**src/hw/rtl/scfs_pkg.sv**
```systemverilog
`default_nettype none

package scfs_pkg;

    typedef logic [7:0] t_byte;

    typedef enum logic [1:0] {
        OP_STOP   = 2'd0,
        OP_INDEX  = 2'd1,
        OP_DELETE = 2'd2,
        OP_START  = 2'd3
    } t_opcode;

    localparam int unsigned FRAME_MAX = 7;

    localparam t_byte HDR_STOP   = 8'hF0;
    localparam t_byte HDR_START  = 8'hF1;
    localparam t_byte HDR_INDEX  = 8'hF3;
    localparam t_byte HDR_DELETE = 8'hF7;
    localparam t_byte SLOT_ALL   = 8'hAA;

    localparam logic [2:0] LEN_STOP   = 3'd2;
    localparam logic [2:0] LEN_INDEX  = 3'd3;
    localparam logic [2:0] LEN_DELETE = 3'd3;
    localparam logic [2:0] LEN_START  = 3'd7;

endpackage

`default_nettype wire

```
**src/hw/rtl/sound_command_frame_sender_top.sv**
```systemverilog
// Sound command frame sender.
// Input channel (i_valid / o_stall) takes one command word: opcode, sound
// index, delete-all flag, signed left/right amplitudes and the receiver's
// not-executed level for the final byte of that frame.
// Output channel (o_valid / i_stall) gives one bus byte per word: header,
// payload (amplitudes low byte first) and the 8-bit additive checksum, which
// carries o_last_byte, o_executed and the updated error line.
// Frames are 2 (stop), 3 (index, delete) or 7 (start) bytes long.
// The first byte of a frame passes from the input register through the frame
// shift register into the output register.
// The frame shift register gives one byte per cycle while the output is not
// stalled; the next command waits in the input register and is loaded as the
// last byte leaves.
// While i_stall is high a full output register holds its byte, the frame
// stops shifting, and o_stall rises once the input register is occupied.
// Reset (synchronous, active low) empties all stages and clears the error
// line and the stored playing index.
`default_nettype none

module sound_command_frame_sender_top (
    input  wire logic               i_clk,
    input  wire logic               i_rst_n,
    input  wire logic               i_valid,
    output logic                    o_stall,
    input  wire logic [1:0]         i_opcode,
    input  wire logic [7:0]         i_sound_index,
    input  wire logic               i_delete_all,
    input  wire logic signed [15:0] i_amplitude_left,
    input  wire logic signed [15:0] i_amplitude_right,
    input  wire logic               i_receiver_rejects,
    output logic                    o_valid,
    input  wire logic               i_stall,
    output logic [7:0]              o_bus_byte,
    output logic                    o_last_byte,
    output logic                    o_executed,
    output logic                    o_error_line
);

    // input register
    logic                   r_in_valid;
    scfs_pkg::t_opcode      r_op;
    logic [7:0]             r_idx;
    logic                   r_all;
    logic [15:0]            r_left;
    logic [15:0]            r_right;
    logic                   r_in_rej;

    // frame shift register
    logic                   r_fr_valid;
    scfs_pkg::t_byte        r_frame [scfs_pkg::FRAME_MAX];
    scfs_pkg::t_byte        n_frame [scfs_pkg::FRAME_MAX];
    logic [2:0]             r_cnt;
    logic [2:0]             n_len;
    logic                   r_rej;

    // persistent state
    logic                   r_err;
    logic [7:0]             r_playing_index;

    // output register
    logic                   r_out_valid;
    scfs_pkg::t_byte        r_out_byte;
    logic                   r_out_last;
    logic                   r_out_exec;
    logic                   r_out_err;

    logic                   in_acc;
    logic                   emit;
    logic                   fr_done;
    logic                   load;

    scfs_pkg::t_byte        body [scfs_pkg::FRAME_MAX-1];
    scfs_pkg::t_byte        sum;

    assign emit    = r_fr_valid && (!r_out_valid || !i_stall);
    assign fr_done = emit && (r_cnt == 3'd1);
    assign load    = r_in_valid && (!r_fr_valid || fr_done);
    assign o_stall = r_in_valid && !load;
    assign in_acc  = i_valid && !o_stall;

    // frame bytes and checksum of the waiting command
    always_comb begin
        for (int k = 0; k < scfs_pkg::FRAME_MAX - 1; k++) begin
            body[k] = 8'h00;
        end
        n_len = scfs_pkg::LEN_STOP;
        case (r_op)
            scfs_pkg::OP_STOP: begin
                body[0] = scfs_pkg::HDR_STOP;
                n_len   = scfs_pkg::LEN_STOP;
            end
            scfs_pkg::OP_INDEX: begin
                body[0] = scfs_pkg::HDR_INDEX;
                body[1] = r_idx;
                n_len   = scfs_pkg::LEN_INDEX;
            end
            scfs_pkg::OP_DELETE: begin
                body[0] = scfs_pkg::HDR_DELETE;
                body[1] = r_all ? scfs_pkg::SLOT_ALL : r_idx;
                n_len   = scfs_pkg::LEN_DELETE;
            end
            scfs_pkg::OP_START: begin
                body[0] = scfs_pkg::HDR_START;
                body[1] = r_idx;
                body[2] = r_left[7:0];
                body[3] = r_left[15:8];
                body[4] = r_right[7:0];
                body[5] = r_right[15:8];
                n_len   = scfs_pkg::LEN_START;
            end
            default: begin
                body[0] = scfs_pkg::HDR_STOP;
                n_len   = scfs_pkg::LEN_STOP;
            end
        endcase
        // unused body bytes are zero, so they add nothing
        sum = 8'h00;
        for (int k = 0; k < scfs_pkg::FRAME_MAX - 1; k++) begin
            sum = sum + body[k];
        end
        // checksum lands right after the last body byte
        for (int k = 0; k < scfs_pkg::FRAME_MAX; k++) begin
            if (k == int'(n_len) - 1) begin
                n_frame[k] = sum;
            end else if (k < scfs_pkg::FRAME_MAX - 1) begin
                n_frame[k] = body[k];
            end else begin
                n_frame[k] = 8'h00;
            end
        end
    end

    always_ff @(posedge i_clk) begin
        if (!i_rst_n) begin
            r_in_valid <= 1'b0;
        end else if (in_acc) begin
            r_in_valid <= 1'b1;
        end else if (load) begin
            r_in_valid <= 1'b0;
        end
        if (in_acc) begin
            r_op     <= scfs_pkg::t_opcode'(i_opcode);
            r_idx    <= i_sound_index;
            r_all    <= i_delete_all;
            r_left   <= i_amplitude_left;
            r_right  <= i_amplitude_right;
            r_in_rej <= i_receiver_rejects;
        end
    end

    always_ff @(posedge i_clk) begin
        if (!i_rst_n) begin
            r_fr_valid      <= 1'b0;
            r_cnt           <= 3'd0;
            r_err           <= 1'b0;
            r_playing_index <= 8'h00;
        end else begin
            if (load) begin
                r_fr_valid <= 1'b1;
                r_cnt      <= n_len;
                if (r_op == scfs_pkg::OP_START) begin
                    r_playing_index <= r_idx;
                end
            end else if (emit) begin
                r_cnt <= r_cnt - 3'd1;
                if (fr_done) begin
                    r_fr_valid <= 1'b0;
                end
            end
            if (fr_done) begin
                r_err <= r_rej;
            end
        end
        if (load) begin
            r_frame <= n_frame;
            r_rej   <= r_in_rej;
        end else if (emit) begin
            for (int k = 0; k < scfs_pkg::FRAME_MAX - 1; k++) begin
                r_frame[k] <= r_frame[k+1];
            end
            r_frame[scfs_pkg::FRAME_MAX-1] <= 8'h00;
        end
    end

    always_ff @(posedge i_clk) begin
        if (!i_rst_n) begin
            r_out_valid <= 1'b0;
        end else if (emit) begin
            r_out_valid <= 1'b1;
        end else if (!i_stall) begin
            r_out_valid <= 1'b0;
        end
        if (emit) begin
            r_out_byte <= r_frame[0];
            r_out_last <= fr_done;
            r_out_exec <= fr_done && !r_rej;
            r_out_err  <= fr_done ? r_rej : r_err;
        end
    end

    assign o_valid      = r_out_valid;
    assign o_bus_byte   = r_out_byte;
    assign o_last_byte  = r_out_last;
    assign o_executed   = r_out_exec;
    assign o_error_line = r_out_err;

endmodule

`default_nettype wire

```
**config.mk**
```make
export PLATFORM = sky130hd
export DESIGN_NAME = sound_command_frame_sender_top
export DESIGN_NICKNAME = d
export VERILOG_FILES = /design/src/hw/rtl/scfs_pkg.sv /design/src/hw/rtl/sound_command_frame_sender_top.sv
export SDC_FILE = /design/constraint.sdc
export NUM_CORES = 1
export LEC_CHECK = 0
export ABC_AREA = 1
export CORE_ASPECT_RATIO = 1.75
export CORE_UTILIZATION = 44
export DETAILED_ROUTE_END_ITERATION = 8
export DONT_BUFFER_PORTS = 1
export PLACE_DENSITY = 0.68
export REMOVE_ABC_BUFFERS = 1
export SYNTH_ARGS = -nofsm -noshare
export SYNTH_HDL_FRONTEND = slang
export SYNTH_SLANG_ARGS = --single-unit
export TNS_END_PERCENT = 5
```
**constraint.sdc**
```tcl
create_clock -name i_clk -period 10.7 [get_ports i_clk]
set_clock_uncertainty 0.05 [all_clocks]
set_input_delay 1.07 -clock i_clk [delete_from_list [all_inputs] [get_ports i_clk]]
set_output_delay 1.07 -clock i_clk [all_outputs]
set_load 0.02 [all_outputs]
```
## Yosys cells after proc, flatten, opt, wreduce, memory -nomap -nowiden

Index checks and enable logic that the tools add are counted.

| operators by class | value |
|---|---|
| $add $sub $neg | 7 |
| equality and inequality tests | 11 |
| multiplexer cells | 24 |
| reduce and logical (&&, ||, !) cells | 22 |

Operator list:

| operator | number |
|---|---|
| two-way mux 56 bit | 2 |
| two-way mux 8 bit | 8 |
| adder 8 bit | 5 |
| zero test 32 bit | 1 |
| two-way mux 32 bit | 1 |
| one-hot mux 8 bit (4 select lines) | 1 |
| one-hot mux 8 bit (2 select lines) | 1 |
| equality test 4 bit, first input constant | 3 |
| one-hot mux 3 bit (3 select lines) | 1 |
| equality test 3 x 4 -> 1 bit, first input constant | 2 |
| two-way mux 1 bit | 8 |
| logical AND 1 bit | 6 |
| zero test 1 bit | 6 |
| two-way mux 3 bit | 2 |
| nonzero test 2 bit | 3 |
| equality test 2 bit, second input constant | 2 |
| equality test 2 x 4 -> 1 bit, first input constant | 1 |
| OR reduction 2 bit | 2 |
| subtractor 3 x 1 -> 4 bit, second input constant | 1 |
| equality test 3 x 1 -> 1 bit, second input constant | 1 |
| subtractor 3 x 1 -> 3 bit, second input constant | 1 |
| equality test 2 x 1 -> 1 bit, second input constant | 1 |
| zero test 2 bit | 1 |
| logical OR 1 bit | 2 |
| other kinds (2) | 2 |

| word-level totals | value |
|---|---|
| flip-flop bits (word level) | 119 |

## Longest topological paths before layout

Gate-level depths: netlist (run 1).

| logic depth | value |
|---|---|
| depth in word-level cells | 11 |
| mapped depth | 24 |

## Least setup slack after synthesis (run 1)

No wires, ideal clock.

| timing path | value |
|---|---|
| path kind | register to register |
| from | register r_op[0] |
| to | register r_frame[38] (netlist name), data pin |
| arrival | 4.003 ns |
| required time | 10.396 ns |
| setup slack | 6.393 ns |
| stages on the path, launching flop included | 17 |
| cell sequence | edfxtp_1 ha_1 buf_4 buf_2 buf_1 nand2_1 inv_1 fa_1 fa_1 fa_1 ha_1 fa_1 a21oi_1 o21ai_0 xnor2_1 o21ai_1 o21a_1 |

| on the way | value |
|---|---|
| word-level cells in the longest chain between the ends | 10 |

RTL lines:

| item | line | source |
|---|---|---|
| start, declared | sound_command_frame_sender_top.sv:41 | `scfs_pkg::t_opcode r_op;` |
| start signal, assigned | sound_command_frame_sender_top.sv:142 | `r_op <= scfs_pkg::t_opcode'(i_opcode);` |
| equality test 2 bit / equality test 2 x 1 -> 1 bit (equally long branches) | sound_command_frame_sender_top.sv:87 | `case (r_op)` |
| OR reduction 2 bit (no line) | -- |  |
| one-hot mux 8 bit (2 select lines) | sound_command_frame_sender_top.sv:87 |  |
| adder 8 bit (5 in a row) | sound_command_frame_sender_top.sv:119 | `sum = sum + body[k];` |
| two-way mux 8 bit * | sound_command_frame_sender_top.sv:123 | `if (k == int'(n_len) - 1) begin` |
| two-way mux 56 bit * | sound_command_frame_sender_top.sv:174 | `if (load) begin` |
| end signal, assigned | sound_command_frame_sender_top.sv:175 | `r_frame <= n_frame;` |
| end signal, assigned by index | sound_command_frame_sender_top.sv:179 | `r_frame[k] <= r_frame[k+1];` |
| end, declared | sound_command_frame_sender_top.sv:50 | `scfs_pkg::t_byte r_frame [scfs_pkg::FRAME_MAX];` |

Every way passes the cells marked *; elsewhere a longest branch is shown, timed or not. The select of a mux whose other input is x is not followed.
A chain may end at the register's enable or synchronous reset.

## Worst setup path in the final report (run 1)

| timing path | value |
|---|---|
| from | register r_op[0] |
| to | register r_frame[39] (netlist name), data pin |

Same word-level chain as after synthesis.

==> results of run 1 <==
## logic make-up after synthesis
| kind of cell | count (synthesis) | synth area share [%] |
|---|---|---|
| fa+ha+maj | 41 | 11.7 |
| buf+inv | 99 | 7.55 |
| compound gates | 72 | 7.83 |
| flops | 119 | 60.0 |
| xor+xnor | 3 | 0.450 |
| simple gates | 178 | 12.4 |
## layer usage
metal	routed length, microns	track usage [%]	up-vias
li1	-	-	1695
met1	4060	18.8	1667
met2	5830	30.7	82
met3	381	5.18	26
met4	335	7.56	0
met5	0	0	-
## cell usage in the layout, fill, tap and decap left out, types with 4 or more instances in the layout
cell type  count
a21oi_1       13
a21oi_2        4
a31oi_1        4
bufinv_16      5
clkbuf_1       4
clkbuf_16     17
clkinv_2       4
dfxtp_1        7
edfxtp_1     112
fa_1          23
ha_1          18
inv_1         81
nand2_1      125
nand3_1       13
nor2_1        30
o21ai_0       11
o21ai_1       18
o21ai_2       16
or2_1          4
## worst register-to-register path: stages (launching register included)
cell and delay, ps:
edfxtp_1 450, inv_1 200, ha_1 230, inv_1 120, a21oi_2 240, inv_1 100
nor2_1 170, fa_1 460, fa_1 490, inv_1 50, fa_1 520, inv_1 40
ha_1 340, a21oi_1 210, nand2_1 70, nand2_1 80, nand2_1 50, nand2_1 50
nand2_1 70, nand3_1 130, nand3_1 100, nand2_1 80, nand2_1 40
## where the power goes
| part | switching [mW] | total [mW] | internal [mW] |
|---|---|---|---|
| sequential | 0.0177 | 0.584 | 0.566 |
| clock | 0.190 | 0.606 | 0.417 |
| combinational | 0.140 | 0.215 | 0.0745 |
## layout make-up
class | instances | area [sq um] | area share (%)
inverter | 84 | 317 | 4.81
clock inverter | 10 | 176 | 2.68
multi-input combinational | 294 | 1900 | 28.8
timing repair buffer | 3 | 22.5 | 0.342
tap | 171 | 214 | 3.25
clock buffer | 22 | 454 | 6.90
sequential | 119 | 3500 | 53.2
## flip-flops by register name, indices dropped and copies added (netlist names), 2 cells and up
name,flops
r_right,16
r_op,2
r_left,16
r_cnt,3
o_bus_byte,8
r_idx,8
r_frame,56
## how the worst min path moves through the flow
stage | from | to | slack, ps | cells after the start
2_1_floorplan | r_frame[48]$_DFFE_PP_ | o_bus_byte[0]$_DFFE_PP_ | 350 | 0
3_3_place_gp | r_frame[52]$_SDFFCE_PP1P_ | o_bus_byte[4]$_DFFE_PP_ | 360 | 0
3_5_place_dp | r_in_rej$_DFFE_PP_ | r_rej$_DFFE_PP_ | 360 | 0
4_1_cts | r_in_rej$_DFFE_PP_ | r_rej$_DFFE_PP_ | 360 | 0
5_1_grt | r_in_rej$_DFFE_PP_ | r_rej$_DFFE_PP_ | 380 | 0
6_report | r_in_rej$_DFFE_PP_ | r_rej$_DFFE_PP_ | 370 | 0
## stage by stage
| step | setup slack, ps | area (sq um) | hold slack, ps | cells |
|---|---|---|---|---|
| 2_1_floorplan | 6330 | 5710 | 350 | 497 |
| 3_3_place_gp | 6300 | 5960 | 356 | 671 |
| 3_5_place_dp | 6170 | 5960 | 355 | 671 |
| 4_1_cts | 6130 | 6590 | 363 | 703 |
| 5_1_grt | 5770 | 6590 | 377 | 703 |
| 6_report | 6110 | 6590 | 366 | 703 |
==> impl_metrics.csv, run 1 <==
group,metric,value,unit
setup_path,path_cells,"inv_1 > ha_1 > inv_1 > a21oi_2 > inv_1 > nor2_1 > fa_1 > fa_1 > inv_1 > fa_1 > inv_1 > ha_1 > a21oi_1 > nand2_1 > nand2_1 > nand2_1 > nand2_1 > nand2_1 > nand3_1 > nand3_1 > nand2_1 > nand2_1",
finish,antenna_cells,0,
floorplanning,die_y,154,microns
flow_run,drv_cap,0,
grt,grt_max_degree,77,
setup_path,r2r_end,"r_frame[39]$_DFFE_PP_",
setup_path,reg2reg_depth,22,
min_path,hold_class,"reg -> reg",
finish,postLayoutCoreUtil,50.9,%
sta,fmax,0.218,GHz
clocking,insertion_delay,410,ps
sta,rsz0062_at_grt,"false",
setup_path,path_buf_inv,5,
synth,yosysMostFrequentCell,"nand2_1",
synth,synth_ff_type,"edfxtp_1",
floorplanning,pin_count,61,
floorplanning,core_area,0.0129,sq mm
clocking,root_buffer,"clkbuf_16",
synth,synth_edf_count,112,
floorplanning,design.die.area,0.0137,sq mm
setup_path,worstPathMaxFanout,5,
setup_path,reg2reg_from,"r_op[0]$_DFFE_PP_",
clocking,cts_buffer_depth,2,
grt,grt-ovfl-total,0,
floorplanning,num_rows,55,
sta,max_slew_margin,39.4,%
synth,synthArstFlopShare,0,%
route,wl_per_cell,15.1,microns
pwr,power.density,213,mW/mm^2
pwr,p_leak,2.78,nW
floorplanning,start_util,45.1,%
setup_path,critPathMaxStageDelay,520,ps
clocking,htreeDepth,4,
grt,track_usage,17.4,%
sta,final_hold_viol_count,0,
setup_path,startpoint_type,"register",
clocking,cts_sinks,119,
setup_path,critical_path_class,"reg -> reg",
grt,grt_pass1_wl,17400,microns
setup_path,crit_path_top_delay_cell,"fa_1",
synth,synth_common_cells,"nand2_1 (125), edfxtp_1 (112), inv_1 (81), nor2_1 (31), fa_1 (23)",
pwr,ir_worst_vdd,158,uV
grt,grt_pass1_vias,3622,
setup_path,endpoint,"r_frame[39]$_DFFE_PP_",
sta,tightest_slew,909,ps
grt,antenna_found_initial,0,
place,place_congestion,0.918,
clocking,cts_resized,0,
setup_path,cp_top_family,"adder cells",
pwr,power.total,1.40,mW
synth,synth_area,0.00584,sq mm
run_status,status,"completed",
clocking,clk_pin_slew,50,ps
sta,slew_violations,0,
sta,finalSetupTns,0,ps
synth,synth_top_area_share,57.6,%
synth,yosysWarnings,0,
setup_path,r2r_slack,6110,ps
clocking,cts_made_buffers,17,
setup_path,path_common_cell,"nand2_1",
clocking,post_cts_buffers,0,
route,wl,10600,microns
finish,fin_nets,608,
sta,setup_viol,0,
floorplanning,dieWidth,89.1,microns
route,final_antenna_net_count,0,
sta,period_share,42.9,%
synth,yosysTopAreaCell,"edfxtp_1",
synth,synth_area_leaders,"edfxtp_1 (58%), nand2_1 (8.0%), fa_1 (7.9%), inv_1 (5.2%), ha_1 (3.9%)",
setup_path,cp-startpoint,"r_op[0]$_DFFE_PP_",
setup_path,cp.arrival,4710,ps
route,dr.pass1.iters,4,
place,port_buffers,0,
synth,netlist_instances,512,
finish,syn_to_final_growth,12.9,%
route,vias_per_cell,4.94,
clocking,cts_tree,"built",
place,hpwlAfterDp,7270,microns
sta,finalCriticalPeriod,4590,ps
finish,drive_gt1_share,10.9,%
setup_path,critical_path_required,10820,ps
setup_path,cp_num_cells,22,
synth,synth_seq_cells,119,
setup_path,end_kind,"register",
finish,n_fill_cell,1158,
synth,syn_area_per_cell,11.4,sq um
clocking,cts_hold_buf,0,
synth,yosysSeqAreaShare,60.0,%
route,vias,3470,
route,drtIter0Drc,216,
route,drc,0,
synth,synth_cell_types,32,
No activity file was read; power rests on OpenSTA's default activity.
==> run 2, diff against run 1 <==
--- a/config.mk
+++ b/config.mk
@@ -5,7 +5,7 @@
 export SDC_FILE = /design/constraint.sdc
 export NUM_CORES = 1
 export LEC_CHECK = 0
-export ABC_AREA = 1
+export ABC_AREA = 0
 export CORE_ASPECT_RATIO = 1.75
 export CORE_UTILIZATION = 44
 export DETAILED_ROUTE_END_ITERATION = 8
==> constraint.sdc (replaced) <==
create_clock -name i_clk -period 4.4 [get_ports i_clk]
set_clock_uncertainty 0.05 [all_clocks]
set_input_delay 0.44 -clock i_clk [delete_from_list [all_inputs] [get_ports i_clk]]
set_output_delay 0.44 -clock i_clk [all_outputs]
set_load 0.02 [all_outputs]
==> run 2 against run 1 <==
Compared with the run above:
- routed wire length fell by 0.37%
- largest cell class unchanged
- cell count fell by 11%
- die area fell by 3.0%
- global-route usage rose by 0.41 points
- synthesized cell count fell by 18%
- core utilization rose by 3.2 points
- power rose to 2.6 times the previous value
- count of clock-buffer cells in the layout rose by 2
- sequential cell count did not move
- sequential share of layout area fell by 1.4 points
- setup slack got worse by 6000 ps
==> impl_metrics.csv, run 2 <==
group,metric,value,unit
synth,yosysTopAreaCell,"edfxtp_1",
sta,final.setup.worst_slack,136,ps
synth,synth_area_leaders,"edfxtp_1 (59%), fa_1 (8.1%), nand2_1 (4.2%), ha_1 (4.0%), o21ai_1 (2.8%)",
sta,setup_viol,0,
place,place_congestion,0.848,
setup_path,cp.arrival,4350,ps
pwr,p_leak,2.69,nW
floorplanning,pin_count,61,
setup_path,critPathMaxStageDelay,560,ps
synth,synth_top_area_share,59.5,%
sta,fin_hold_ws,70.6,ps
setup_path,critical_path_class,"reg -> reg",
finish,postLayoutCoreUtil,54.1,%
finish,syn_to_final_growth,19.6,%
setup_path,cp_top_family,"adder cells",
finish,fin_cells,628,
synth,syn_area_per_cell,13.4,sq um
pwr,power.total,3.69,mW
pwr,ir_worst_vdd,255,uV
route,drc,0,
finish,largest_register,"r_frame",
synth,synth_area,0.00566,sq mm
min_path,hold_class,"in -> reg",
synth,synth_common_cells,"edfxtp_1 (112), nand2_1 (64), inv_1 (41), o21ai_1 (32), fa_1 (23)",
place,preCtsSetupSlack,-105,ps
setup_path,end_kind,"register",
pwr,power.density,546,mW/mm^2
synth,synth_edf_count,112,
clocking,htreeDepth,4,
clocking,insertion_delay,410,ps
synth,netlist_instances,421,
synth,yosysMostFrequentCell,"edfxtp_1",
grt,grt-ovfl-total,0,
finish,final_cell_mix,"edfxtp_1 (112), nand2_1 (63), inv_1 (40)",
flow_run,drv_cap,0,
synth,synth_seq_cells,119,
clocking,cts_buffer_depth,2,
synth,synth_cell_types,39,
setup_path,startpoint_type,"register",
finish,layout_commonest_cell,"edfxtp_1",
finish,drive_gt1_share,17.0,%
setup_path,worstPathMaxFanout,23,
synth,synth_ff_type,"edfxtp_1",
sta,max_slew_margin,43.1,%
route,wl,10600,microns
sta,finalSetupTns,0,ps
clocking,cts_made_buffers,17,
sta,period_share,96.9,%
synth,synthArstFlopShare,0,%
clocking,root_buffer,"clkbuf_16",
place,port_buffers,0,
setup_path,path_common_cell,"fa_1",
route,final_antenna_net_count,0,
route,drtIter0Drc,213,
floorplanning,dieWidth,87.7,microns
setup_path,crit_path_top_delay_cell,"fa_1",
run_status,status,"completed",
floorplanning,num_rows,54,
clocking,clk_pin_slew,60,ps
place,placed_cell_area,0.00595,sq mm
place,hpwlAfterDp,7270,microns
setup_path,critical_path_required,4490,ps
setup_path,path_buf_inv,3,
sta,final_hold_viol_count,0,
synth,yosysWarnings,0,
grt,grt_pass1_vias,3395,
synth,yosysSeqAreaShare,61.9,%
route,vias_per_cell,5.07,
grt,grt_pass1_wl,17100,microns
grt,track_usage,17.8,%
clocking,cts_sinks,119,
floorplanning,core_area,0.0125,sq mm
finish,reg_top3,"r_frame (56), r_left (16), r_right (16)",
clocking,cts_tree,"built",
sta,tightest_slew,849,ps
route,dr.pass1.iters,4,
finish,largest_register_ffs,56,
floorplanning,design.die.area,0.0133,sq mm
finish,final_area,0.00677,sq mm
sta,slew_violations,0,
route,vias,3187,
finish,fin_nets,535,
floorplanning,die_y,152,microns
place,post-place-cells,590,
grt,antenna_found_initial,0,
setup_path,path_cells,"ha_2 > buf_12 > and2_4 > fa_1 > inv_1 > fa_1 > fa_1 > inv_1 > fa_2 > a21o_1 > a21oi_2 > xor2_2 > mux2_4 > o21ai_1",
grt,grt_max_degree,70,
route,wl_per_cell,16.8,microns
floorplanning,start_util,45.3,%
sta,finalCriticalPeriod,4260,ps
sta,fmax,0.235,GHz
run 2: cell count changes in the layout (fill, tap and decap cells not counted), sizes merged, moves of 6 or more:
cell,delta
buf,+18
o21ai,-6
nand2,-65
nand2b,+7
and2,+20
inv,-40
nand3,-13
mux2i,+8
a21oi,-10
nor2,-23
mux2,+16
run 2: area by class of cell:
cell class,count,area [sq um]
clock buffer,24,512
timing repair buffer,21,170
inverter,42,158
tap,168,210
fill,1018,5730
clock inverter,8,189
antenna,1,2.50
multi-input combinational,245,2020
sequential,119,3500
run 2: what timing repair did:
item / CTS / global route
gates cloned: 0 / 0
gates resized for setup: 3 / 15
hold buffers: 0 / 0
setup endpoints to repair: 5 / 8
buffers inserted: 0 / 5
pin swaps: 3 / 9
run 2: path summary, 6_finish.rpt:
path                                                end  cells past startpoint                       from  slack, ps
worst min register to register  o_bus_byte[6]$_DFFE_PP_                      0  r_frame[54]$_SDFFCE_PP1P_        370
worst min-delay path                r_left[7]$_DFFE_PP_                      0        i_amplitude_left[7]         70
worst max register to register    r_frame[46]$_DFFE_PP_                     14          r_op[1]$_DFFE_PP_        140
worst max-delay path              r_frame[46]$_DFFE_PP_                     14          r_op[1]$_DFFE_PP_        140
run 2: cells by family after synthesis:
group	Yosys count	share of synthesized area, %
DFF	119	61.9
and+or+nand+nor	108	8.80
AOI/OAI and AO/OA	59	6.08
buffers and inverters	57	3.94
adders and majority gates	41	12.1
muxes	24	4.60
xor gates and xnor gates	13	2.52
run 2: routing by layer:
layer	global-route usage [%]	up-vias	part of all wire (%)
li1	-	1499	-
met1	19.9	1594	38
met2	30.6	78	56
met3	5.05	16	3.9
met4	8.12	0	1.9
met5	0	-	0
run 2: report_power, final:
group / internal, mW / switching, mW
combinational: 0.295 / 0.357
sequential: 1.38 / 0.0429
clock: 1.15 / 0.470
